<file path="src/design/annexb_nal_unit_scanner_assert.svh">
// Assertion macros for the Annex B NAL unit scanner.
// Needs no package; used by the top level only.
`ifndef ANNEXB_NAL_UNIT_SCANNER_ASSERT_SVH
`define ANNEXB_NAL_UNIT_SCANNER_ASSERT_SVH

// The consequent holds in the same cycle as the antecedent.
`define ANNEXB_ASSERT_NOW(label, clk, rst, ante, cons) \
   label: assert property (@(posedge clk) disable iff (rst) (ante) |-> (cons)) \
      else $error("scanner assertion failed");

// The consequent holds in the cycle after the antecedent.
`define ANNEXB_ASSERT_NEXT(label, clk, rst, ante, cons) \
   label: assert property (@(posedge clk) disable iff (rst) (ante) |=> (cons)) \
      else $error("scanner assertion failed");

`endif

</file>
<file path="src/design/annexb_pkg.sv">
// Types and constants for the Annex B NAL unit scanner.
// Has no dependencies; imported by the top level.
package annexb_pkg;

   typedef struct packed {
      logic [7:0] data_byte;
      logic       last_byte;
      logic       keyframe_in;
   } req_word_type;

   typedef struct packed {
      logic        record_kind;
      logic [31:0] nal_offset;
      logic [31:0] nal_size;
      logic [4:0]  nal_type;
      logic        has_idr;
      logic        has_sps;
      logic        has_pps;
      logic        has_aud;
      logic [31:0] avcc_bytes;
      logic        keyframe_out;
      logic        found_any;
      logic        last_result;
   } rsp_word_type;

   localparam logic       REC_SPAN    = 1'b0;
   localparam logic       REC_SUMMARY = 1'b1;

   localparam logic [7:0] BYTE_ZERO       = 8'h00;
   localparam logic [7:0] START_CODE_TAIL = 8'h01;
   localparam logic [1:0] ZERO_RUN_MAX    = 2'd3;

   localparam logic [4:0] NAL_TYPE_IDR = 5'd5;
   localparam logic [4:0] NAL_TYPE_SPS = 5'd7;
   localparam logic [4:0] NAL_TYPE_PPS = 5'd8;
   localparam logic [4:0] NAL_TYPE_AUD = 5'd9;

   localparam int FLAG_IDR = 0;
   localparam int FLAG_SPS = 1;
   localparam int FLAG_PPS = 2;
   localparam int FLAG_AUD = 3;

   localparam logic [32:0] AVCC_PREFIX_BYTES = 33'd4;

   localparam int RSP_DEPTH    = 4;
   localparam int RSP_PTR_BITS = 2;
   localparam int RSP_CNT_BITS = 3;

endpackage

</file>
<file path="src/design/annexb_nal_unit_scanner.sv">
// Annex B NAL unit scanner: start-code search, NAL span records and packet summary.
// Depends on annexb_pkg and the assertion macros in annexb_nal_unit_scanner_assert.svh.
// Result words are registered in a four-entry output queue and offered in arrival order.
// Throughput: one byte per cycle unless stalled; a last byte that closes a NAL queues two
// words, which drain one per cycle while rsp_ready is high; input stalls below two free entries.
// Reset (synchronous) clears the packet state and empties the output queue.
`include "annexb_nal_unit_scanner_assert.svh"

module annexb_nal_unit_scanner
   import annexb_pkg::*;
#(
   parameter int POSITION_BITS = 32
) (
   input  logic         clock,
   input  logic         reset,
   input  logic         req_valid,
   output logic         req_ready,
   input  req_word_type req_data,
   output logic         rsp_valid,
   input  logic         rsp_ready,
   output rsp_word_type rsp_data
);

   logic [POSITION_BITS-1:0] pos_ff, pos_in;
   logic [POSITION_BITS-1:0] body_ff, body_in;
   logic [POSITION_BITS-1:0] len_p1_ff, len_p1_in;
   logic [POSITION_BITS-1:0] len_m2_ff, len_m2_in;
   logic [POSITION_BITS-1:0] len_m3_ff, len_m3_in;
   logic [1:0]               zrun_ff, zrun_in;
   logic                     inside_ff, inside_in;
   logic [4:0]               type_ff, type_in;
   logic [3:0]               flags_ff, flags_in;
   logic [31:0]              avcc_ff, avcc_in;
   logic                     ovf_ff, ovf_in;
   logic                     any_ff, any_in;

   rsp_word_type             queue_ff [RSP_DEPTH];
   logic [RSP_PTR_BITS-1:0]  wr_ptr_ff, wr_ptr_in;
   logic [RSP_PTR_BITS-1:0]  rd_ptr_ff, rd_ptr_in;
   logic [RSP_CNT_BITS-1:0]  cnt_ff, cnt_in;

   logic                     accept;
   logic                     pop;
   logic                     sc_hit;
   logic                     first_body;
   logic [4:0]               type_eff;
   logic                     span_cand;
   logic [POSITION_BITS-1:0] span_size;
   logic                     emit;
   logic [33:0]              avcc_sum;
   logic                     avcc_counts;
   logic [3:0]               flags_new;
   logic [31:0]              avcc_new;
   logic                     ovf_new;
   logic                     any_new;
   rsp_word_type             span_word;
   rsp_word_type             sum_word;
   rsp_word_type             word0;
   logic                     push0;
   logic                     push1;
   logic [RSP_CNT_BITS-1:0]  push_cnt;

   assign accept    = req_valid && req_ready;
   assign pop       = rsp_valid && rsp_ready;
   assign req_ready = cnt_ff <= RSP_CNT_BITS'(RSP_DEPTH - 2);
   assign rsp_valid = cnt_ff != '0;
   assign rsp_data  = queue_ff[rd_ptr_ff];

   // Span detection and the packet totals as they stand after this byte.
   always_comb begin
      sc_hit     = (req_data.data_byte == START_CODE_TAIL) && zrun_ff[1];
      first_body = inside_ff && (len_p1_ff == POSITION_BITS'(1));
      type_eff   = first_body ? req_data.data_byte[4:0] : type_ff;
      if (sc_hit) begin
         span_cand = inside_ff;
         span_size = (zrun_ff == ZERO_RUN_MAX) ? len_m3_ff : len_m2_ff;
      end else begin
         span_cand = req_data.last_byte && inside_ff;
         span_size = len_p1_ff;
      end
      emit = accept && span_cand && (span_size != '0);

      avcc_counts = (type_eff != NAL_TYPE_SPS) && (type_eff != NAL_TYPE_PPS) &&
                    (type_eff != NAL_TYPE_AUD);
      avcc_sum    = {2'b00, avcc_ff} + 34'(span_size) + 34'(AVCC_PREFIX_BYTES);

      flags_new = flags_ff;
      avcc_new  = avcc_ff;
      ovf_new   = ovf_ff;
      any_new   = any_ff;
      if (emit) begin
         flags_new[FLAG_IDR] = flags_ff[FLAG_IDR] || (type_eff == NAL_TYPE_IDR);
         flags_new[FLAG_SPS] = flags_ff[FLAG_SPS] || (type_eff == NAL_TYPE_SPS);
         flags_new[FLAG_PPS] = flags_ff[FLAG_PPS] || (type_eff == NAL_TYPE_PPS);
         flags_new[FLAG_AUD] = flags_ff[FLAG_AUD] || (type_eff == NAL_TYPE_AUD);
         any_new = 1'b1;
         if (avcc_counts) begin
            avcc_new = avcc_sum[31:0];
            ovf_new  = ovf_ff || (avcc_sum[33:32] != 2'b00);
         end
      end
   end

   always_comb begin
      span_word              = '0;
      span_word.record_kind  = REC_SPAN;
      span_word.nal_offset   = 32'(body_ff);
      span_word.nal_size     = 32'(span_size);
      span_word.nal_type     = type_eff;

      sum_word               = '0;
      sum_word.record_kind   = REC_SUMMARY;
      sum_word.has_idr       = flags_new[FLAG_IDR];
      sum_word.has_sps       = flags_new[FLAG_SPS];
      sum_word.has_pps       = flags_new[FLAG_PPS];
      sum_word.has_aud       = flags_new[FLAG_AUD];
      sum_word.avcc_bytes    = ovf_new ? 32'd0 : avcc_new;
      sum_word.keyframe_out  = req_data.keyframe_in || flags_new[FLAG_IDR];
      sum_word.found_any     = any_new;
      sum_word.last_result   = 1'b1;

      push0    = emit || (accept && req_data.last_byte);
      push1    = emit && req_data.last_byte;
      word0    = emit ? span_word : sum_word;
      push_cnt = RSP_CNT_BITS'(push0) + RSP_CNT_BITS'(push1);
   end

   // Next packet state.
   always_comb begin
      pos_in    = pos_ff;
      body_in   = body_ff;
      len_p1_in = len_p1_ff;
      len_m2_in = len_m2_ff;
      len_m3_in = len_m3_ff;
      zrun_in   = zrun_ff;
      inside_in = inside_ff;
      type_in   = type_ff;
      flags_in  = flags_ff;
      avcc_in   = avcc_ff;
      ovf_in    = ovf_ff;
      any_in    = any_ff;
      if (accept) begin
         if (req_data.last_byte) begin
            pos_in    = '0;
            body_in   = '0;
            len_p1_in = '0;
            len_m2_in = '0;
            len_m3_in = '0;
            zrun_in   = '0;
            inside_in = 1'b0;
            type_in   = '0;
            flags_in  = '0;
            avcc_in   = '0;
            ovf_in    = 1'b0;
            any_in    = 1'b0;
         end else begin
            pos_in   = pos_ff + POSITION_BITS'(1);
            flags_in = flags_new;
            avcc_in  = avcc_new;
            ovf_in   = ovf_new;
            any_in   = any_new;
            if (first_body) begin
               type_in = req_data.data_byte[4:0];
            end
            if (req_data.data_byte == BYTE_ZERO) begin
               zrun_in = (zrun_ff == ZERO_RUN_MAX) ? ZERO_RUN_MAX : zrun_ff + 2'd1;
            end else begin
               zrun_in = '0;
            end
            if (sc_hit) begin
               inside_in = 1'b1;
               body_in   = pos_ff + POSITION_BITS'(1);
               len_p1_in = POSITION_BITS'(1);
               len_m2_in = '0 - POSITION_BITS'(2);
               len_m3_in = '0 - POSITION_BITS'(3);
            end else begin
               len_p1_in = len_p1_ff + POSITION_BITS'(1);
               len_m2_in = len_m2_ff + POSITION_BITS'(1);
               len_m3_in = len_m3_ff + POSITION_BITS'(1);
            end
         end
      end
   end

   always_comb begin
      wr_ptr_in = wr_ptr_ff + RSP_PTR_BITS'(push_cnt);
      rd_ptr_in = pop ? rd_ptr_ff + RSP_PTR_BITS'(1) : rd_ptr_ff;
      cnt_in    = cnt_ff + push_cnt - RSP_CNT_BITS'(pop);
   end

   always_ff @(posedge clock) begin
      if (reset) begin
         pos_ff    <= '0;
         body_ff   <= '0;
         len_p1_ff <= '0;
         len_m2_ff <= '0;
         len_m3_ff <= '0;
         zrun_ff   <= '0;
         inside_ff <= 1'b0;
         type_ff   <= '0;
         flags_ff  <= '0;
         avcc_ff   <= '0;
         ovf_ff    <= 1'b0;
         any_ff    <= 1'b0;
         wr_ptr_ff <= '0;
         rd_ptr_ff <= '0;
         cnt_ff    <= '0;
      end else begin
         pos_ff    <= pos_in;
         body_ff   <= body_in;
         len_p1_ff <= len_p1_in;
         len_m2_ff <= len_m2_in;
         len_m3_ff <= len_m3_in;
         zrun_ff   <= zrun_in;
         inside_ff <= inside_in;
         type_ff   <= type_in;
         flags_ff  <= flags_in;
         avcc_ff   <= avcc_in;
         ovf_ff    <= ovf_in;
         any_ff    <= any_in;
         wr_ptr_ff <= wr_ptr_in;
         rd_ptr_ff <= rd_ptr_in;
         cnt_ff    <= cnt_in;
      end
   end

   always_ff @(posedge clock) begin
      if (push0) begin
         queue_ff[wr_ptr_ff] <= word0;
      end
      if (push1) begin
         queue_ff[wr_ptr_ff + RSP_PTR_BITS'(1)] <= sum_word;
      end
   end

   `ANNEXB_ASSERT_NOW(a_queue_bound, clock, reset, 1'b1, cnt_ff <= RSP_CNT_BITS'(RSP_DEPTH))
   `ANNEXB_ASSERT_NOW(a_room_on_accept, clock, reset, accept,
                      cnt_ff <= RSP_CNT_BITS'(RSP_DEPTH - 2))
   `ANNEXB_ASSERT_NEXT(a_clear_after_last, clock, reset, accept && req_data.last_byte,
                       !inside_ff && (pos_ff == '0) && (flags_ff == '0) && !any_ff)
   `ANNEXB_ASSERT_NEXT(a_last_makes_word, clock, reset, accept && req_data.last_byte,
                       rsp_valid)

endmodule

</file>
<file path="config.mk">
export PLATFORM = sky130hd
export DESIGN_NAME = annexb_nal_unit_scanner
export DESIGN_NICKNAME = d
export VERILOG_FILES = /design/src/design/annexb_pkg.sv /design/src/design/annexb_nal_unit_scanner.sv
export VERILOG_INCLUDE_DIRS = /design/src /design/src/design
export SDC_FILE = /design/constraint.sdc
export NUM_CORES = 1
export LEC_CHECK = 0
export BUFFER_PORTS_ARGS = -buffer_cell sky130_fd_sc_hd__buf_2
export CAP_MARGIN = 0
export CELL_PAD_IN_SITES_DETAIL_PLACEMENT = 2
export CELL_PAD_IN_SITES_GLOBAL_PLACEMENT = 2
export CORE_AREA = 2 2 324 262
export CTS_CLUSTER_DIAMETER = 30
export DETAILED_ROUTE_END_ITERATION = 6
export DIE_AREA = 0 0 326 264
export PLACE_DENSITY_LB_ADDON = 0.1
export SLEW_MARGIN = 5
export SYNTH_ARGS = -nofsm -noshare
export SYNTH_HDL_FRONTEND = slang
export SYNTH_SLANG_ARGS = --single-unit
</file>
<file path="constraint.sdc">
create_clock -name clock -period 4.73 [get_ports clock]
set_input_delay 0.7095 -clock clock [delete_from_list [all_inputs] [get_ports clock]]
set_output_delay 0.7095 -clock clock [all_outputs]
set_load 0.02 [all_outputs]
</file>
==> results of run 1 <==
## per-stage QoR
stage | TNS (ps) | hold slack, ps | instances
2_1_floorplan | 0 | 418.5 | 3003
3_3_place_gp | -175590 | 430.9 | 4276
3_5_place_dp | -223230 | 437.8 | 4276
4_1_cts | 0 | 351.5 | 4553
5_1_grt | 0 | 402.6 | 4555
6_report | 0 | 377.5 | 4558
## worst min path at each step
stage,from,endpoint,slack [ps],depth (start not counted)
2_1_floorplan,queue_ff[2][0],queue_ff[2][0],420,2
3_3_place_gp,queue_ff[0][0],queue_ff[0][0],430,2
3_5_place_dp,queue_ff[1][0],queue_ff[1][0],440,2
4_1_cts,req_data[0],queue_ff[1][2],350,3
5_1_grt,req_data[0],queue_ff[1][2],400,3
6_report,req_data[0],queue_ff[1][2],380,3
## per-layer routing
metal  GRT usage (%)  wire [µm]
met5               0         11
met4           8.706       2866
met3           6.143       7423
met2           45.92      57990
met1           38.28      55640
## layout by cell type, fill, tap and decap left out, drive strengths merged, types with 84 or more instances in the layout
master / netlist / layout
a21oi: 184 / 184
mux4: 108 / 108
edfxtp: 152 / 152
o2bb2ai: 84 / 84
dfxtp: 495 / 495
nor2: 300 / 300
nor3: 184 / 184
o21ai: 119 / 119
nand2: 232 / 232
buf: 95 / 403
a22o: 164 / 164
clkbuf: 147 / 186
## where the power goes
part           leakage [nW]  switching [mW]  internal [mW]
logic                  7.08            1.26          0.699
clock network          2.61            3.58           7.54
registers              5.39           0.146           5.76
total                  15.1            4.99           14.0
## what timing repair did
action / 4_1_cts / 5_1_grt
endpoints found under the setup margin: 143 / 128
buffers inserted: 1 / 2
gates resized for setup: 12 / 26
pin swaps: 1 / 3
## flip-flops by register name (all words and copies together) (netlist names), 3 cells and up, named ones only
signal,count
flags_ff,4
len_m3_ff,32
avcc_ff,32
type_ff,5
len_p1_ff,32
cnt_ff,3
queue_ff,432
body_ff,32
len_m2_ff,32
pos_ff,32
## layout make-up
type | count | area [µm²] | area share (%)
Multi-Input combinational cell | 2077 | 15020 | 38.01
Sequential cell | 647 | 14480 | 36.63
Clock buffer | 186 | 4061 | 10.27
Timing Repair Buffer | 403 | 3087 | 7.809
Tap cell | 1115 | 1395 | 3.529
Clock inverter | 90 | 1334 | 3.374
Inverter | 37 | 138.9 | 0.3513
Antenna cell | 3 | 7.507 | 0.01899
## worst max-delay path, stage by stage
cell      delay [ps]
buf_2            120
nor3_4           300
buf_4            190
nand4_1          190
buf_12           220
buf_12           140
buf_12           140
buf_4            150
nand2_1           60
o21ai_0          110
buf_4            170
ha_1             170
ha_1             200
a21o_1           190
a21o_1           180
a21o_1           220
a41o_1           290
or3_1            380
o22ai_2          200
a211oi_4         100
buf_12           180
buf_12           170
nor3_2           300
## cells by family after synthesis
kind of cell,synth area share (%)
multiplexers,10.19
AO/OA/AOI/OAI,17.66
adder cells (fa/ha/maj),3.090
buffers and inverters,3.989
flip-flops,47.53
AND/OR/NAND/NOR,15.19
XOR/XNOR,2.358
==> flow_summary.ini, run 1 <==
[status]
status = finished clean

[global_routing]
grt_pass1_wl_um = 188700
antenna_found_initial = 9
overflow = 0
grt_max_degree = 109
grtUsageTotal_pct = 28.50
first_global_vias = 29580

[clocking]
cts_root_buf = clkbuf_16
clock_latency_ps = 740
ctsLongestPathBuffers = 3
cts_made_buffers = 150
htreeDepth = 4
clkTransAtPathRegs_ps = 60
cts_tree = yes
numClockSinks = 647
cts-hold-fix-buffers = 0

[sta]
slew_headroom_pct = 20.67
rsz0062_at_grt = no
post-route-min-period_ps = 4574
fmax_mhz = 218.6
slew_violations = 0
finalHoldViolations = 0
fin_ws_ps = 156.3
fin_crit_sh_pct = 96.70
setup_viol = 0
tightest_slew_ps = 1182
fin_skew_ps = 41.66

[power]
power.total_mw = 18.98
ir_drop_mv = 0.4248
p_leak_nw = 15.08
p_per_area_nw_per_um2 = 480.2

[setup_path]
r2r_cells = 21
crit_path_end = queue_ff[0][11]
worstSetupStartpointType = primary input
r2r_start = zrun_ff[1]
reg2reg_slack_ps = 210
path_max_fanout = 24
end_kind = register
path_class = primary input to register
arrival_ps = 5110
startpoint = req_data[3]
r2r-end = queue_ff[0][11]
cp.required_ps = 5270

[hold_path]
min_path_type = primary input to register

[synth]
yosys_warnings = 0
ys_ff_latch = 647
synth_area_leader_cell = dfxtp_1
yosys.area.top_type_share_pct = 32.54
syn_avg_cell_area_um2 = 10.14
ys_async_sr_fraction_pct = 0
netlist_top_cells_count = 495 x dfxtp_1, 297 x nor2_1, 232 x nand2_1, 184 x a21oi_1, 170 x nor3_1
yosysSeqAreaShare_pct = 47.53
syn_nets = 3091
synthFlopType = dfxtp_1
netlist-cell-type-count = 74
yosysMostFrequentCell = dfxtp_1
synth-edff-count = 152
synthTopCellsByArea = dfxtp_1 33%, edfxtp_1 15%, mux4_2 8.0%
synthCells = 3003
syn_area_um2 = 30450

[place]
hpwl_um = 79690
portBuffers = 124
dpl_worst_slack_ps = -1398
post_dp_cell_area_um2 = 33950
place_congestion = 0.8668

[layout]
post-route-util_pct = 47.58
syn_to_final_growth_pct = 29.80
drive_gt1_share_pct = 24.27
design_area_um2 = 39530
fillers = 8426
nets = 3404

[floorplan]
num_rows = 95
io_pins = 125
die_w_um = 326
fp.dieH_um = 264
dieArea_um2 = 86060
start_util_pct = 36.65
coreArea_um2 = 83090

[drt]
ant_nets = 0
vias = 26990
wire_per_inst_um = 27.19
drc = 0
drt-total-wl_um = 123900
first_pass_iters = 6
drt_iter0_markers = 1979
viasPerCell = 5.922

[flow_run]
cap_violations = 0
(Power assumes the default switching activity.)
==> run 2: changes to the inputs <==
--- a/config.mk
+++ b/config.mk
@@ -10,10 +10,10 @@
 export CAP_MARGIN = 0
 export CELL_PAD_IN_SITES_DETAIL_PLACEMENT = 2
 export CELL_PAD_IN_SITES_GLOBAL_PLACEMENT = 2
-export CORE_AREA = 2 2 324 262
+export CORE_AREA = 2 2 298 241
 export CTS_CLUSTER_DIAMETER = 30
 export DETAILED_ROUTE_END_ITERATION = 6
-export DIE_AREA = 0 0 326 264
+export DIE_AREA = 0 0 300 243
 export PLACE_DENSITY_LB_ADDON = 0.1
 export SLEW_MARGIN = 5
 export SYNTH_ARGS = -nofsm -noshare
==> constraint.sdc (replaced) <==
create_clock -name clock -period 5.3 [get_ports clock]
set_input_delay 0.795 -clock clock [delete_from_list [all_inputs] [get_ports clock]]
set_output_delay 0.795 -clock clock [all_outputs]
set_load 0.02 [all_outputs]
==> flow_summary.ini, run 2 (synthesis gave the netlist of run 1 again) <==
[sta]
setup_viol = 10
slew_violations = 0
slew_headroom_pct = 6.871
tightest_slew_ps = 1394
finalHoldViolations = 0
fin_skew_ps = 49.82
fmax_mhz = 185.4
post-route-min-period_ps = 5395
fin_ws_ps = -94.62
fin_crit_sh_pct = 101.8
hold_ws_ps = 453.7

[layout]
largest_register = queue_ff
largest_reg_flops = 432
regArea_um2 = 14480
syn_to_final_growth_pct = 25.97
finalNonFillerCells = 4309
drive_gt1_share_pct = 23.18
mostFrequentLayoutCell = dfxtp_1
multi_input_area_um2 = 14990
layout_common_cells = 493 x dfxtp_1, 293 x nor2_1, 230 x nand2_1
nets = 3348
fillers = 6731

[place]
place_congestion = 0.9221
hpwl_um = 79430
portBuffers = 124
dp_cells = 4054

[clocking]
cts-hold-fix-buffers = 0
cts_tree = yes
cts_made_buffers = 138
clock_latency_ps = 760
clkTransAtPathRegs_ps = 60
cts_root_buf = clkbuf_16
numClockSinks = 647
cts_setup_buffers = 0
htreeDepth = 4
ctsLongestPathBuffers = 3

[global_routing]
grtUsageTotal_pct = 40.60
antenna_found_initial = 4
grt_pass1_wl_um = 222400
first_global_vias = 31860
grt_max_degree = 144
overflow = 0

[setup_path]
path_max_fanout = 29
path_class = primary input to register
worstSetupStartpointType = primary input
end_kind = register
arrival_ps = 5860
cp.required_ps = 5770

[floorplan]
start_util_pct = 43.58
coreArea_um2 = 69880
io_pins = 125
num_rows = 87
fp.dieH_um = 243
dieArea_um2 = 72900
die_w_um = 300

[status]
violations = negative setup slack
status = finished, violations left

[power]
p_leak_nw = 14.59
p_per_area_nw_per_um2 = 427.1
ir_drop_mv = 0.3370

[drt]
drt-total-wl_um = 150700
vias = 29100
ant_nets = 0
drc = 0
viasPerCell = 6.753
first_pass_iters = 5
wire_per_inst_um = 34.97
drt_iter0_markers = 3017

[flow_run]
cap_violations = 0

[hold_path]
min_path_type = primary input to register
## run 2: cell types whose count changed in the layout (fill, tap and decap cells not counted), moves of 5 or more
cell,delta
inv_6,+9
clkbuf_16,-9
bufinv_16,-9
nor3_1,-6
clkbuf_1,-12
buf_12,-8
buf_4,-36
clkbuf_8,+5
o21ai_0,+5
nor3_2,+6
## run 2: critical path: stages
cell and delay (ps):
buf_2 140, nor3_1 330, buf_4 220, nand4_1 210
buf_12 260, a21oi_1 230, a21oi_1 130, ha_1 310
inv_1 120, ha_1 500, a211oi_4 130, o211ai_1 420
a21oi_1 240, o31a_1 370, o311ai_2 310, and2_1 260
a211oi_4 100, buf_12 180, buf_12 170, nor3_1 410
## run 2: cell type report
class                           count  share of cell area [%]
Clock buffer                      170                   10.06
Sequential cell                   647                   37.75
Multi-Input combinational cell   2077                   39.08
Clock inverter                     84                   2.769
Timing Repair Buffer              359                   6.924
Tap cell                          934                   3.046
Inverter                           37                  0.3620
Antenna cell                        1                0.006523
## run 2: through the flow
stage	setup slack [ps]	utilization [%]	power, mW	setup TNS (ps)	cell area [µm²]
global route	-49.14	54.89	16.71	-113.1	38360
detailed placement	-432.4	47.65	7.020	-29180	33300
global placement	-176.0	47.65	6.972	-6642	33300
finish	-94.62	54.89	16.39	-401.6	38360
CTS	22.46	54.73	16.40	0	38250
floorplan	175.3	-	6.429	0	30450
## run 2: timing repair
item                       4_1_cts  5_1_grt
pin swaps                        0        1
resized for setup                8       26
setup endpoints to repair       89       96
## run 2: worst paths after layout
| check | startpoint | endpoint | depth (start not counted) | slack [ps] |
|---|---|---|---|---|
| setup / recovery | req_data[3] | queue_ff[1][20] | 20 | -90 |
| hold / removal | req_data[0] | queue_ff[2][2] | 3 | 450 |
| setup reg to reg | zrun_ff[1] | queue_ff[1][27] | 14 | 10 |
| hold reg to reg | queue_ff[2][65] | queue_ff[2][65] | 1 | 470 |
## run 2: layer usage
| metal | track usage [%] | wire length [µm] | vias to the layer above |
|---|---|---|---|
| met5 | 0 | 26 | - |
| met4 | 21.28 | 7921 | 4 |
| met3 | 9.049 | 11590 | 485 |
| met2 | 67.16 | 72580 | 1643 |
| met1 | 49.43 | 58570 | 15150 |
| li1 | - | - | 11820 |
## run 2: where the power goes
part / total [mW] / internal, mW / switching, mW
logic: 1.75 / 0.587 / 1.16
registers: 5.26 / 5.13 / 0.131
clock network: 9.38 / 6.05 / 3.33
total: 16.4 / 11.8 / 4.61
